<file path="config.mk">
export PLATFORM = sky130hd
export DESIGN_NAME = line_keyword_command_matcher
export DESIGN_NICKNAME = d
export VERILOG_FILES = /design/src/rtl/core/lkcm_pkg.sv /design/src/rtl/core/lkcm_token_ram.sv /design/src/rtl/core/lkcm_kw_cmp.sv /design/src/rtl/core/line_keyword_command_matcher.sv
export SDC_FILE = /design/constraint.sdc
export NUM_CORES = 1
export LEC_CHECK = 0
export ABC_AREA = 1
export BUFFER_PORTS_ARGS = -buffer_cell sky130_fd_sc_hd__buf_4
export CAP_MARGIN = 25
export CORE_MARGIN = 5
export CORE_UTILIZATION = 60
export CTS_CLUSTER_DIAMETER = 40
export DETAILED_ROUTE_END_ITERATION = 12
export PLACE_DENSITY = 0.77
export SKIP_LAST_GASP = 1
export SLEW_MARGIN = 5
export SYNTH_ARGS = -nofsm -noshare
export SYNTH_HDL_FRONTEND = slang
export SYNTH_SLANG_ARGS = --single-unit
</file>
<file path="constraint.sdc">
create_clock -name i_clk -period 3.05 [get_ports i_clk]
set_input_delay 0 -clock i_clk [delete_from_list [all_inputs] [get_ports i_clk]]
set_output_delay 0 -clock i_clk [all_outputs]
set_load 0.05 [all_outputs]
</file>
<file path="src/rtl/core/lkcm_pkg.sv">
package lkcm_pkg;

    localparam int TOKEN_DEPTH = 40;
    localparam int IDX_W       = $clog2(TOKEN_DEPTH);
    localparam int CHAR_W      = 8;
    localparam int CMD_W       = 3;
    localparam int NUM_KW      = 6;
    localparam int KW_SEL_W    = 3;
    localparam int KW_LEN_MIN  = 4;
    localparam int KW_LEN_MAX  = 6;

    localparam logic [CMD_W-1:0] CMD_NONE    = 3'd0;
    localparam logic [CMD_W-1:0] CMD_START   = 3'd1;
    localparam logic [CMD_W-1:0] CMD_STOP    = 3'd2;
    localparam logic [CMD_W-1:0] CMD_STATUS  = 3'd3;
    localparam logic [CMD_W-1:0] CMD_FORMAT  = 3'd4;
    localparam logic [CMD_W-1:0] CMD_FILE    = 3'd5;
    localparam logic [CMD_W-1:0] CMD_HELP    = 3'd6;
    localparam logic [CMD_W-1:0] CMD_UNKNOWN = 3'd7;

    localparam logic [CHAR_W-1:0] CH_NUL = 8'h00;
    localparam logic [CHAR_W-1:0] CH_LF  = 8'h0A;
    localparam logic [CHAR_W-1:0] CH_CR  = 8'h0D;
    localparam logic [CHAR_W-1:0] CH_SP  = 8'h20;

    // Keyword order is the match priority: start, stop, status, format, file, help
    localparam logic [KW_SEL_W-1:0] KW_START  = 3'd0;
    localparam logic [KW_SEL_W-1:0] KW_STOP   = 3'd1;
    localparam logic [KW_SEL_W-1:0] KW_STATUS = 3'd2;
    localparam logic [KW_SEL_W-1:0] KW_FORMAT = 3'd3;
    localparam logic [KW_SEL_W-1:0] KW_FILE   = 3'd4;
    localparam logic [KW_SEL_W-1:0] KW_HELP   = 3'd5;

    typedef struct packed {
        logic                 start;
        logic                 step;
        logic [IDX_W-1:0]     len;
        logic [IDX_W-1:0]     idx;
        logic [CHAR_W-1:0]    data;
    } t_cmp_ctl;

    function automatic logic [IDX_W-1:0] kw_len(input logic [KW_SEL_W-1:0] k);
        logic [IDX_W-1:0] l;
        case (k)
            KW_START:  l = IDX_W'(5);
            KW_STOP:   l = IDX_W'(4);
            KW_STATUS: l = IDX_W'(6);
            KW_FORMAT: l = IDX_W'(6);
            KW_FILE:   l = IDX_W'(4);
            KW_HELP:   l = IDX_W'(4);
            default:   l = '0;
        endcase
        return l;
    endfunction

    // Characters are right-justified: the first character sits in the top byte used
    function automatic logic [KW_LEN_MAX*CHAR_W-1:0] kw_word(input logic [KW_SEL_W-1:0] k);
        logic [KW_LEN_MAX*CHAR_W-1:0] w;
        case (k)
            KW_START:  w = "start";
            KW_STOP:   w = "stop";
            KW_STATUS: w = "status";
            KW_FORMAT: w = "format";
            KW_FILE:   w = "file";
            KW_HELP:   w = "help";
            default:   w = '0;
        endcase
        return w;
    endfunction

    function automatic logic [CHAR_W-1:0] kw_char(input logic [KW_SEL_W-1:0] k,
                                                  input logic [IDX_W-1:0]    i);
        logic [KW_LEN_MAX*CHAR_W-1:0] w;
        logic [IDX_W-1:0]             l;
        logic [CHAR_W-1:0]            c;
        w = kw_word(k);
        l = kw_len(k);
        c = '0;
        for (int p = 0; p < KW_LEN_MAX; p++) begin
            if (IDX_W'(p) == i && i < l) begin
                c = w[CHAR_W*(KW_LEN_MAX-1-p) +: CHAR_W];
            end
        end
        // Shift out the unused leading bytes of shorter words
        if (i < l) begin
            c = w[CHAR_W*(int'(l)-1-int'(i)) +: CHAR_W];
        end
        return c;
    endfunction

endpackage

</file>
<file path="src/rtl/core/lkcm_token_ram.sv">
module lkcm_token_ram (
    input  logic                       i_clk,
    input  logic                       i_we,
    input  logic [lkcm_pkg::IDX_W-1:0] i_waddr,
    input  logic [lkcm_pkg::CHAR_W-1:0] i_wdata,
    input  logic [lkcm_pkg::IDX_W-1:0] i_raddr,
    output logic [lkcm_pkg::CHAR_W-1:0] o_rdata
);

    logic [lkcm_pkg::CHAR_W-1:0] r_mem [lkcm_pkg::TOKEN_DEPTH];
    logic [lkcm_pkg::CHAR_W-1:0] r_rdata;

    always_ff @(posedge i_clk) begin
        if (i_we) begin
            r_mem[i_waddr] <= i_wdata;
        end
        r_rdata <= r_mem[i_raddr];
    end

    assign o_rdata = r_rdata;

endmodule

</file>
<file path="src/rtl/core/lkcm_kw_cmp.sv">
module lkcm_kw_cmp (
    input  logic                       i_clk,
    input  lkcm_pkg::t_cmp_ctl         i_ctl,
    output logic [lkcm_pkg::CMD_W-1:0] o_cmd
);

    logic [lkcm_pkg::NUM_KW-1:0] r_match;
    logic [lkcm_pkg::NUM_KW-1:0] n_match;

    always_comb begin
        n_match = r_match;
        for (int k = 0; k < lkcm_pkg::NUM_KW; k++) begin
            if (i_ctl.start) begin
                n_match[k] = (lkcm_pkg::kw_len(lkcm_pkg::KW_SEL_W'(k)) == i_ctl.len);
            end else if (i_ctl.step) begin
                n_match[k] = r_match[k] &
                    (i_ctl.data == lkcm_pkg::kw_char(lkcm_pkg::KW_SEL_W'(k), i_ctl.idx));
            end
        end
    end

    always_ff @(posedge i_clk) begin
        r_match <= n_match;
    end

    // First matching keyword wins; its code is its position plus one
    always_comb begin
        o_cmd = lkcm_pkg::CMD_UNKNOWN;
        for (int k = lkcm_pkg::NUM_KW - 1; k >= 0; k--) begin
            if (r_match[k]) begin
                o_cmd = lkcm_pkg::CMD_W'(k + 1);
            end
        end
    end

endmodule

</file>
<file path="src/rtl/core/line_keyword_command_matcher.sv">
// Command-line keyword matcher. Each input transaction carries one received
// character; NUL and carriage return are dropped, other non-terminators are
// stored in a 40-entry token buffer (the write index wraps, keeping only the
// characters since the wrap) while the block stays ready for the next one. A
// newline or space ends the token. With argument mode off the token is
// compared against start, stop, status, format, help and file, each character
// first read from the buffer and then compared, then one command result
// (last = 1) is sent; unknown if nothing matches, and file sends nothing but
// marks a file command as pending. With argument mode on, every token
// character is sent as an argument transaction (tuser = 1), then the pending
// command (file, or none before file was seen). A space turns argument mode
// on. The character scan runs only when the token has a keyword's length (4
// to 6 characters); other command tokens are sent as unknown directly. While
// a terminator is processed, including any wait while the output register is
// full, s_axis_tready stays low; the longest token holds 39 characters.
// Results leave through a single output register.
module line_keyword_command_matcher (
    input  logic        i_clk,
    input  logic        i_rst_n,
    input  logic        s_axis_tvalid,
    output logic        s_axis_tready,
    input  logic [7:0]  s_axis_tdata,   // [7:0] rx_char
    output logic        m_axis_tvalid,
    input  logic        m_axis_tready,
    output logic [15:0] m_axis_tdata,   // [2:0] command, [10:3] arg_char, [15:11] zero
    output logic        m_axis_tuser,   // [0] kind
    output logic        m_axis_tlast
);

    localparam logic [2:0] S_IDLE     = 3'd0;
    localparam logic [2:0] S_CMP_RD   = 3'd1;
    localparam logic [2:0] S_CMP      = 3'd2;
    localparam logic [2:0] S_CMP_DONE = 3'd3;
    localparam logic [2:0] S_ARG_RD   = 3'd4;
    localparam logic [2:0] S_ARG_EMIT = 3'd5;
    localparam logic [2:0] S_EMIT_CMD = 3'd6;

    logic [2:0]                         r_state, n_state;
    logic [lkcm_pkg::IDX_W-1:0]         r_widx, n_widx;
    logic [lkcm_pkg::IDX_W-1:0]         r_len, n_len;
    logic [lkcm_pkg::IDX_W-1:0]         r_idx, n_idx;
    logic                               r_space, n_space;
    logic                               r_arg_mode, n_arg_mode;
    logic                               r_file_pend, n_file_pend;
    logic [lkcm_pkg::CMD_W-1:0]         r_cmd, n_cmd;
    logic                               r_out_valid, n_out_valid;
    logic                               r_out_kind, n_out_kind;
    logic [lkcm_pkg::CMD_W-1:0]         r_out_cmd, n_out_cmd;
    logic [lkcm_pkg::CHAR_W-1:0]        r_out_char, n_out_char;
    logic                               r_out_last, n_out_last;

    logic                               in_fire;
    logic                               out_free;
    logic                               ram_we;
    logic [lkcm_pkg::CHAR_W-1:0]        ram_rdata;
    logic [lkcm_pkg::CHAR_W-1:0]        ch;
    lkcm_pkg::t_cmp_ctl                 cmp_ctl;
    logic [lkcm_pkg::CMD_W-1:0]         cmp_cmd;

    assign ch            = s_axis_tdata;
    assign s_axis_tready = (r_state == S_IDLE);
    assign in_fire       = s_axis_tvalid & s_axis_tready;
    assign out_free      = ~r_out_valid | m_axis_tready;

    lkcm_token_ram u_ram (
        .i_clk   (i_clk),
        .i_we    (ram_we),
        .i_waddr (r_widx),
        .i_wdata (ch),
        .i_raddr (r_idx),
        .o_rdata (ram_rdata)
    );

    lkcm_kw_cmp u_cmp (
        .i_clk (i_clk),
        .i_ctl (cmp_ctl),
        .o_cmd (cmp_cmd)
    );

    always_comb begin
        n_state     = r_state;
        n_widx      = r_widx;
        n_len       = r_len;
        n_idx       = r_idx;
        n_space     = r_space;
        n_arg_mode  = r_arg_mode;
        n_file_pend = r_file_pend;
        n_cmd       = r_cmd;
        n_out_valid = r_out_valid & ~m_axis_tready;
        n_out_kind  = r_out_kind;
        n_out_cmd   = r_out_cmd;
        n_out_char  = r_out_char;
        n_out_last  = r_out_last;
        ram_we      = 1'b0;
        cmp_ctl       = '0;
        cmp_ctl.len   = r_widx;
        cmp_ctl.idx   = r_idx;
        cmp_ctl.data  = ram_rdata;

        case (r_state)
            S_IDLE: begin
                if (in_fire && ch != lkcm_pkg::CH_NUL && ch != lkcm_pkg::CH_CR) begin
                    if (ch != lkcm_pkg::CH_LF && ch != lkcm_pkg::CH_SP) begin
                        ram_we = 1'b1;
                        if (r_widx == lkcm_pkg::IDX_W'(lkcm_pkg::TOKEN_DEPTH - 1)) begin
                            n_widx = '0;
                        end else begin
                            n_widx = r_widx + lkcm_pkg::IDX_W'(1);
                        end
                    end else begin
                        n_len   = r_widx;
                        n_widx  = '0;
                        n_idx   = '0;
                        n_space = (ch == lkcm_pkg::CH_SP);
                        if (r_arg_mode) begin
                            n_state = S_ARG_RD;
                        end else begin
                            cmp_ctl.start = 1'b1;
                            // Only lengths a keyword can have need the character scan
                            if (r_widx inside {[lkcm_pkg::KW_LEN_MIN:lkcm_pkg::KW_LEN_MAX]}) begin
                                n_state = S_CMP_RD;
                            end else begin
                                n_state = S_CMP_DONE;
                            end
                        end
                    end
                end
            end
            S_CMP_RD: begin
                n_state = S_CMP;
            end
            S_CMP: begin
                cmp_ctl.step = 1'b1;
                n_idx        = r_idx + lkcm_pkg::IDX_W'(1);
                if (r_idx + lkcm_pkg::IDX_W'(1) == r_len) begin
                    n_state = S_CMP_DONE;
                end else begin
                    n_state = S_CMP_RD;
                end
            end
            S_CMP_DONE: begin
                if (cmp_cmd == lkcm_pkg::CMD_FILE) begin
                    n_file_pend = 1'b1;
                    n_arg_mode  = r_space;
                    n_state     = S_IDLE;
                end else begin
                    n_cmd   = cmp_cmd;
                    n_state = S_EMIT_CMD;
                end
            end
            S_ARG_RD: begin
                if (r_idx == r_len) begin
                    n_cmd   = r_file_pend ? lkcm_pkg::CMD_FILE : lkcm_pkg::CMD_NONE;
                    n_state = S_EMIT_CMD;
                end else begin
                    n_state = S_ARG_EMIT;
                end
            end
            S_ARG_EMIT: begin
                if (out_free) begin
                    n_out_valid = 1'b1;
                    n_out_kind  = 1'b1;
                    n_out_cmd   = lkcm_pkg::CMD_NONE;
                    n_out_char  = ram_rdata;
                    n_out_last  = 1'b0;
                    n_idx       = r_idx + lkcm_pkg::IDX_W'(1);
                    n_state     = S_ARG_RD;
                end
            end
            S_EMIT_CMD: begin
                if (out_free) begin
                    n_out_valid = 1'b1;
                    n_out_kind  = 1'b0;
                    n_out_cmd   = r_cmd;
                    n_out_char  = '0;
                    n_out_last  = 1'b1;
                    n_arg_mode  = r_space;
                    n_state     = S_IDLE;
                end
            end
            default: begin
                n_state = S_IDLE;
            end
        endcase
    end

    always_ff @(posedge i_clk) begin
        if (!i_rst_n) begin
            r_state     <= S_IDLE;
            r_widx      <= '0;
            r_idx       <= '0;
            r_arg_mode  <= 1'b0;
            r_file_pend <= 1'b0;
            r_out_valid <= 1'b0;
        end else begin
            r_state     <= n_state;
            r_widx      <= n_widx;
            r_idx       <= n_idx;
            r_arg_mode  <= n_arg_mode;
            r_file_pend <= n_file_pend;
            r_out_valid <= n_out_valid;
        end
    end

    always_ff @(posedge i_clk) begin
        r_len      <= n_len;
        r_space    <= n_space;
        r_cmd      <= n_cmd;
        r_out_kind <= n_out_kind;
        r_out_cmd  <= n_out_cmd;
        r_out_char <= n_out_char;
        r_out_last <= n_out_last;
    end

    assign m_axis_tvalid = r_out_valid;
    assign m_axis_tdata  = {5'b0, r_out_char, r_out_cmd};
    assign m_axis_tuser  = r_out_kind;
    assign m_axis_tlast  = r_out_last;

endmodule
</file>
==> results of run 1 <==
[metal layers]
| metal | vias to the layer above | routed length (um) |
|---|---|---|
| li1 | 4808 | - |
| met3 | 97 | 3800 |
| met2 | 608 | 18800 |
| met5 | - | 20 |
| met4 | 2 | 1380 |
| met1 | 5156 | 14900 |
[critical path, stage by stage (launching register included)]
cell	delay (ps)
dfxtp_1	340
nor2_1	170
nand2_1	180
nor2_2	170
nand2_2	120
nor3_2	230
nand2_1	340
nor2_1	640
[how the worst min path moves through the flow]
stage | cells after the start | slack [ps] | start | to
6_report | 6 | 2 | s_axis_tvalid | r_widx[5]$_SDFFE_PN0P_
4_1_cts | 6 | 4 | s_axis_tvalid | r_widx[5]$_SDFFE_PN0P_
5_1_grt | 6 | 60 | s_axis_tvalid | r_widx[5]$_SDFFE_PN0P_
3_5_place_dp | 2 | 300 | i_rst_n | r_file_pend$_SDFFE_PN0P_
3_3_place_gp | 3 | 300 | i_rst_n | m_axis_tvalid$_SDFF_PN0_
2_1_floorplan | 0 | 100 | s_axis_tdata[0] | u_ram.r_mem[0][0]$_DFFE_PP_
[per-stage QoR]
stage / worst slack (ps) / util, % / hold WS, ps / std cells / area (um2)
after detailed placement: 626 / 63.7 / 303 / 1646 / 16500
after CTS: 535 / 69.3 / 4.37 / 1729 / 18000
after floorplan: 709 / - / 98.9 / 1280 / 15700
final: 496 / 69.3 / 2.46 / 1729 / 18000
after global placement: 650 / 63.7 / 304 / 1646 / 16500
after global routing: 300 / 69.3 / 59.0 / 1729 / 18000
[cell usage in the layout, fill, tap and decap left out, types with 4 or more instances in the layout]
master         count
a21o_1             8
a22oi_1          112
nand2_1          252
nand3_1           71
xnor2_1            4
clkinv_1           5
nand2_2            5
ha_1              12
buf_4             86
inv_2              6
o21ai_0           21
clkbuf_1           6
conb_1             5
inv_1             71
clkinvlp_4         4
edfxtp_1         349
nor3_1            18
nor2_1           103
dlygate4sd3_1      7
buf_12             5
nand4_1           35
xor2_1            21
clkinv_2           6
o21ai_1           15
a31oi_1            8
a21oi_1           41
o211ai_1           6
clkbuf_16         43
dfxtp_1           26
a41oi_1            9
[cell families after synthesis]
kind of cell,count (synthesis),share of synthesized area (%)
XOR/XNOR,25,1.40
other,1,0.0239
AO/OA/AOI/OAI,225,9.57
adder cells (fa/ha/maj),12,0.959
buffers and inverters,139,4.01
flip-flops,375,70.2
AND/OR/NAND/NOR,499,13.8
[power breakdown]
group / total, mW / internal [mW] / switching, mW
Clock: 4.90 / 2.86 / 2.03
Sequential: 5.77 / 5.70 / 0.0773
Combinational: 0.968 / 0.292 / 0.676
[registers in the layout, indices dropped and copies added (netlist names), 3 cells and up]
name           cells
r_out_cmd          3
r_widx             6
r_idx              6
u_cmp.r_match      6
u_ram.o_rdata      8
r_len              6
r_out_char         8
r_cmd              3
r_state            3
u_ram.r_mem      320
[area by class of cell]
| cell class | count | area share [%] |
|---|---|---|
| Sequential cell | 375 | 61.3 |
| Clock buffer | 52 | 6.35 |
| Timing Repair Buffer | 98 | 4.54 |
| Clock inverter | 24 | 1.28 |
| Multi-Input combinational cell | 766 | 22.6 |
| Inverter | 79 | 1.67 |
| Tap cell | 335 | 2.33 |
[repair_timing]
action,4_1_cts,5_1_grt
hold buffers,7,0
hold endpoints to repair,96,0
setup endpoints to repair,0,0
==> summary.txt, run 1 <==
Power
  • Tot Pwr: 11.6 mW
  • Peak supply drop: 0.000650 V
  • Pwr dens: 648 mW/mm2
  • Leakage: 6.41 nW

Layout
  • # diodes: 0
  • Ratio of cells with drive above 1 in the final layout: 12.8%
  • Fillers: 1776
  • Multi-input logic area: 0.00405 mm2
  • Area growth syn-to-layout: 14.7%
  • Final #Nets: 1386
  • Sequential cell area: 0.0110 mm2

Place
  • Final HPWL DP: 24500 um
  • Port bufs: 26
  • Final RePlAce weighted congestion: 0.912

Die
  • Core area: 0.0259 mm2
  • Die W: 172 um
  • Die area: 0.0294 mm2
  • Initial Util: 60.4%
  • # IOs: 32
  • # rows: 59
  • Chip height: 172 um

GRT
  • Initial antenna violation count: 1
  • First-pass GRT wire length: 59300 um
  • GR peak layer: met2
  • Grt met2 use: 43.4%
  • GR Util All Layers: 26.5%
  • Met1 GRT Util: 36.0%
  • Number of global-route vias before repair: 10500
  • Grt met3 use: 4.73%
  • Congestion Overflow GR: 0
  • Largest net degree at the start of global routing: 84

Timing
  • Worst-margin pin slew: 716 ps
  • Max Clk Rate: 392 MHz
  • Final Hold Vio Count: 0
  • Min cycle time layout: 2550 ps
  • Max Slew Vio Count: 0
  • Slew margin rel.: 52.1%
  • Worst Skew: 26.1 ps
  • Endpoints failing setup: 0
  • RSZ-0062 raised after global routing: no
  • TNS Setup: 0 ps
  • Period utilization: 83.7%

Setup path
  • Worst r2r src: r_state[0]$_SDFFE_PN0P_
  • Worst Setup SP: r_state[0]$_SDFFE_PN0P_
  • Reg2reg path depth: 7
  • Setup crit end: u_ram.r_mem[8][6]$_DFFE_PP_
  • Worst Path Required: 3220 ps
  • Critical register-to-register path endpoint: u_ram.r_mem[8][6]$_DFFE_PP_
  • WS Path Type: reg2reg
  • Worst Path Arrival: 2730 ps
  • Worst-path fanout max: 8
  • Setup crit end kind: flop
  • R2R setup slack: 500 ps
  • Startpoint types: flop

Drt
  • DR pass1 iterations: 6
  • # DRC: 0
  • Iter 0 DRT Violations: 1306
  • DR WL/cell: 22.5 um
  • Final ANT Viol Nets: 0
  • Via Count: 10700
  • Total wire length: 39000 um
  • Via-to-Cell Ratio: 6.17

Clocking
  • Post-CTS Setup Bufs: 0
  • CTS max path bufs: 3
  • Reg clk slew, reported paths: 60 ps
  • Worst-Skew Late Latency: 550 ps
  • Post-CTS Resized: 0
  • CTS tree: built
  • Number of clock sinks: 375
  • Cts bufs inserted: 42
  • H-tree depth: 2
  • Root Buffer: clkbuf_16

Logic synthesis
  • YS warnings: 0
  • Synthesized area per cell: 12.3 um2
  • Mapped Area: 0.0157 mm2
  • Synth top area cells: edfxtp_1 (67%), nand2_1 (6.0%), a22oi_1 (5.4%)
  • Count of different cell masters after synthesis: 43
  • Top post-synthesis cells by count: edfxtp_1 (349), nand2_1 (252), a22oi_1 (112), nor2_1 (103)
  • Seq/Total Area, Yosys: 70.2%
  • Asr flop ratio synth: 0%
  • Post-Syn Instances: 1276
  • Post-synth EDFFs: 349
  • Yosys reg bits: 375
  • Top FF cell, synth: edfxtp_1
  • Most numerous cell in the Yosys netlist: edfxtp_1
  • Yosys top cell area share: 66.9%
  • Synth area leader: edfxtp_1

Status
  • Status: completed

Flow run
  • Max cap viols: 0

Worst hold path
  • Hold crit path type: in2reg
No activity file was read; power rests on OpenSTA's default activity.
==> run 2: changes to the inputs <==
Clock period 3.05 ns to 2.4 ns, I/O delays scaled along.
==> run 2 against run 1 <==
  * Worst setup slack lost 430 ps
  * Sequential share of layout area shrank 0.98 points
  * Clock skew shrank 14 ps
  * Critical path depth grew 1
  * Combinational power grew 28%
  * Register-to-register slack lost 430 ps
  * Clock power grew 38%
  * Critical endpoint is now u_ram.r_mem[18][0]$_DFFE_PP_
  * Largest cell class unchanged
==> summary.txt, run 2 (same netlist as run 1, synthesis figures left out) <==
Status
  • Status: completed

Timing
  • Endpoints failing setup: 0
  • RSZ-0062 raised after global routing: yes
  • Worst Skew: 12.6 ps
  • Max Clk Rate: 428 MHz
  • Min cycle time layout: 2340 ps
  • Slack of the critical path: 64.8 ps
  • Max Slew Vio Count: 0
  • Period utilization: 97.3%
  • Slew margin rel.: 47.3%
  • Worst-margin pin slew: 787 ps
  • Final Hold Vio Count: 0

Clocking
  • CTS tree: built
  • H-tree depth: 2
  • Root Buffer: clkbuf_16
  • Number of clock sinks: 375
  • CTS max path bufs: 3
  • Reg clk slew, reported paths: 60 ps
  • Cts bufs inserted: 43
  • Worst-Skew Late Latency: 530 ps
  • Post-CTS Setup Bufs: 0

Layout
  • Sequential cell area: 0.0110 mm2
  • Final Cell Area: 0.0183 mm2
  • Most frequent cells in the layout: edfxtp_1 (349), nand2_1 (251), buf_4 (114)
  • Reg with most FFs: u_ram.r_mem
  • Max reg flops: 320
  • # diodes: 0
  • Fillers: 1728
  • Final #Nets: 1411
  • Post-layout util: 70.4%
  • Area growth syn-to-layout: 16.5%
  • Commonest non-fill, non-tap cell in the layout: edfxtp_1
  • Multi-input logic area: 0.00406 mm2
  • Ratio of cells with drive above 1 in the final layout: 15.2%

Setup path
  • WS Path Type: reg2reg
  • Setup crit end kind: flop
  • Worst-path fanout max: 8
  • Worst Path Arrival: 2580 ps
  • Worst Path Required: 2640 ps
  • Delay of the slowest cell on the worst path: 350 ps
  • Startpoint types: flop
  • Cell breakdown of the critical path: nor2_1 -> nand2_1 -> nor2_2 -> nand2_2 -> nor3_2 -> nand2_1 -> nor2_1 -> buf_4
  • WP buf/inv: 1
  • Slowest-stage cell, CP: dfxtp_1
  • CP top delay family: simple AND/OR/NAND/NOR gates

Power
  • Sw frac: 23.4%
  • Clk pwr share: 44.0%
  • Leakage: 6.62 nW
  • Sequential Power Share: 47.9%
  • Internal Dissipation: 11.7 mW
  • Switch Pwr: 3.58 mW
  • Pwr dens: 839 mW/mm2
  • Combinational power share: 8.1%
  • Peak supply drop: 0.000707 V

Die
  • Core area: 0.0259 mm2
  • Initial Util: 60.4%
  • # rows: 59
  • Die W: 172 um
  • Chip height: 172 um
  • Die area: 0.0294 mm2
  • # IOs: 32

Place
  • Final RePlAce weighted congestion: 0.948
  • Final HPWL DP: 24300 um
  • Place WS: 135 ps
  • DP Area: 0.0167 mm2
  • Port bufs: 26

GRT
  • Number of global-route vias before repair: 10500
  • Congestion Overflow GR: 0
  • Largest net degree at the start of global routing: 47
  • Initial antenna violation count: 0
  • GR Util All Layers: 26.3%
  • First-pass GRT wire length: 59300 um

Drt
  • DR WL/cell: 21.8 um
  • Iter 0 DRT Violations: 1457
  • # DRC: 0
  • Via Count: 10800
  • Total wire length: 38400 um
  • Via-to-Cell Ratio: 6.17
  • DR pass1 iterations: 6
  • Final ANT Viol Nets: 0

Worst hold path
  • Hold crit path type: in2reg

Flow run
  • Max cap viols: 0
==> run 2: final timing paths <==
check	from	end	slack [ps]	cells after the start
setup reg to reg	r_state[0]$_SDFFE_PN0P_	u_ram.r_mem[18][0]$_DFFE_PP_	60	8
setup / recovery	r_state[0]$_SDFFE_PN0P_	u_ram.r_mem[18][0]$_DFFE_PP_	60	8
hold / removal	s_axis_tvalid	r_widx[5]$_SDFFE_PN0P_	70	6
hold reg to reg	r_file_pend$_SDFFE_PN0P_	r_file_pend$_SDFFE_PN0P_	490	1
==> run 2: routing by layer <==
metal	GRT usage, %	part of all wire (%)
met1	36.1	37
met2	43.1	49
met3	3.82	9.9
met4	10.2	3.6
met5	0	0
==> run 2: power groups by stage <==
stage | Clock, mW | Combinational, mW | Sequential, mW
2_1_floorplan | 0 | 0.811 | 7.41
3_3_place_gp | 0 | 1.17 | 7.46
3_5_place_dp | 0 | 1.19 | 7.46
4_1_cts | 6.81 | 1.21 | 7.33
5_1_grt | 7.11 | 1.35 | 7.33
6_report | 6.75 | 1.24 | 7.33
==> run 2: layout make-up <==
type	instances	area share, %
Clock buffer	49	6.24
Clock inverter	30	1.95
Inverter	79	1.66
Multi-Input combinational cell	766	22.2
Sequential cell	375	60.3
Tap cell	335	2.30
Timing Repair Buffer	122	5.35
==> run 2: worst register-to-register path, delay by kind of cell (launching register included) <==
kind	cells	cell delay, ps
buf+inv	1	220
flops	1	350
simple gates	7	1480
==> run 2: timing repair <==
item,4_1_cts,5_1_grt
hold buffers,4,0
setup endpoints to repair,0,59
gates resized for setup,0,4
endpoints found under the hold margin,35,0
==> run 2: metrics by stage <==
| step | hold slack [ps] | cells | setup TNS [ps] | power, mW |
|---|---|---|---|---|
| 4_1_cts | 33.3 | 1756 | 0 | 15.3 |
| 5_1_grt | 72.2 | 1756 | -522 | 15.8 |
| 3_5_place_dp | 293 | 1673 | 0 | 8.66 |
| 6_report | 70.3 | 1756 | 0 | 15.3 |
| 2_1_floorplan | 98.9 | 1280 | 0 | 8.22 |
| 3_3_place_gp | 292 | 1673 | 0 | 8.63 |
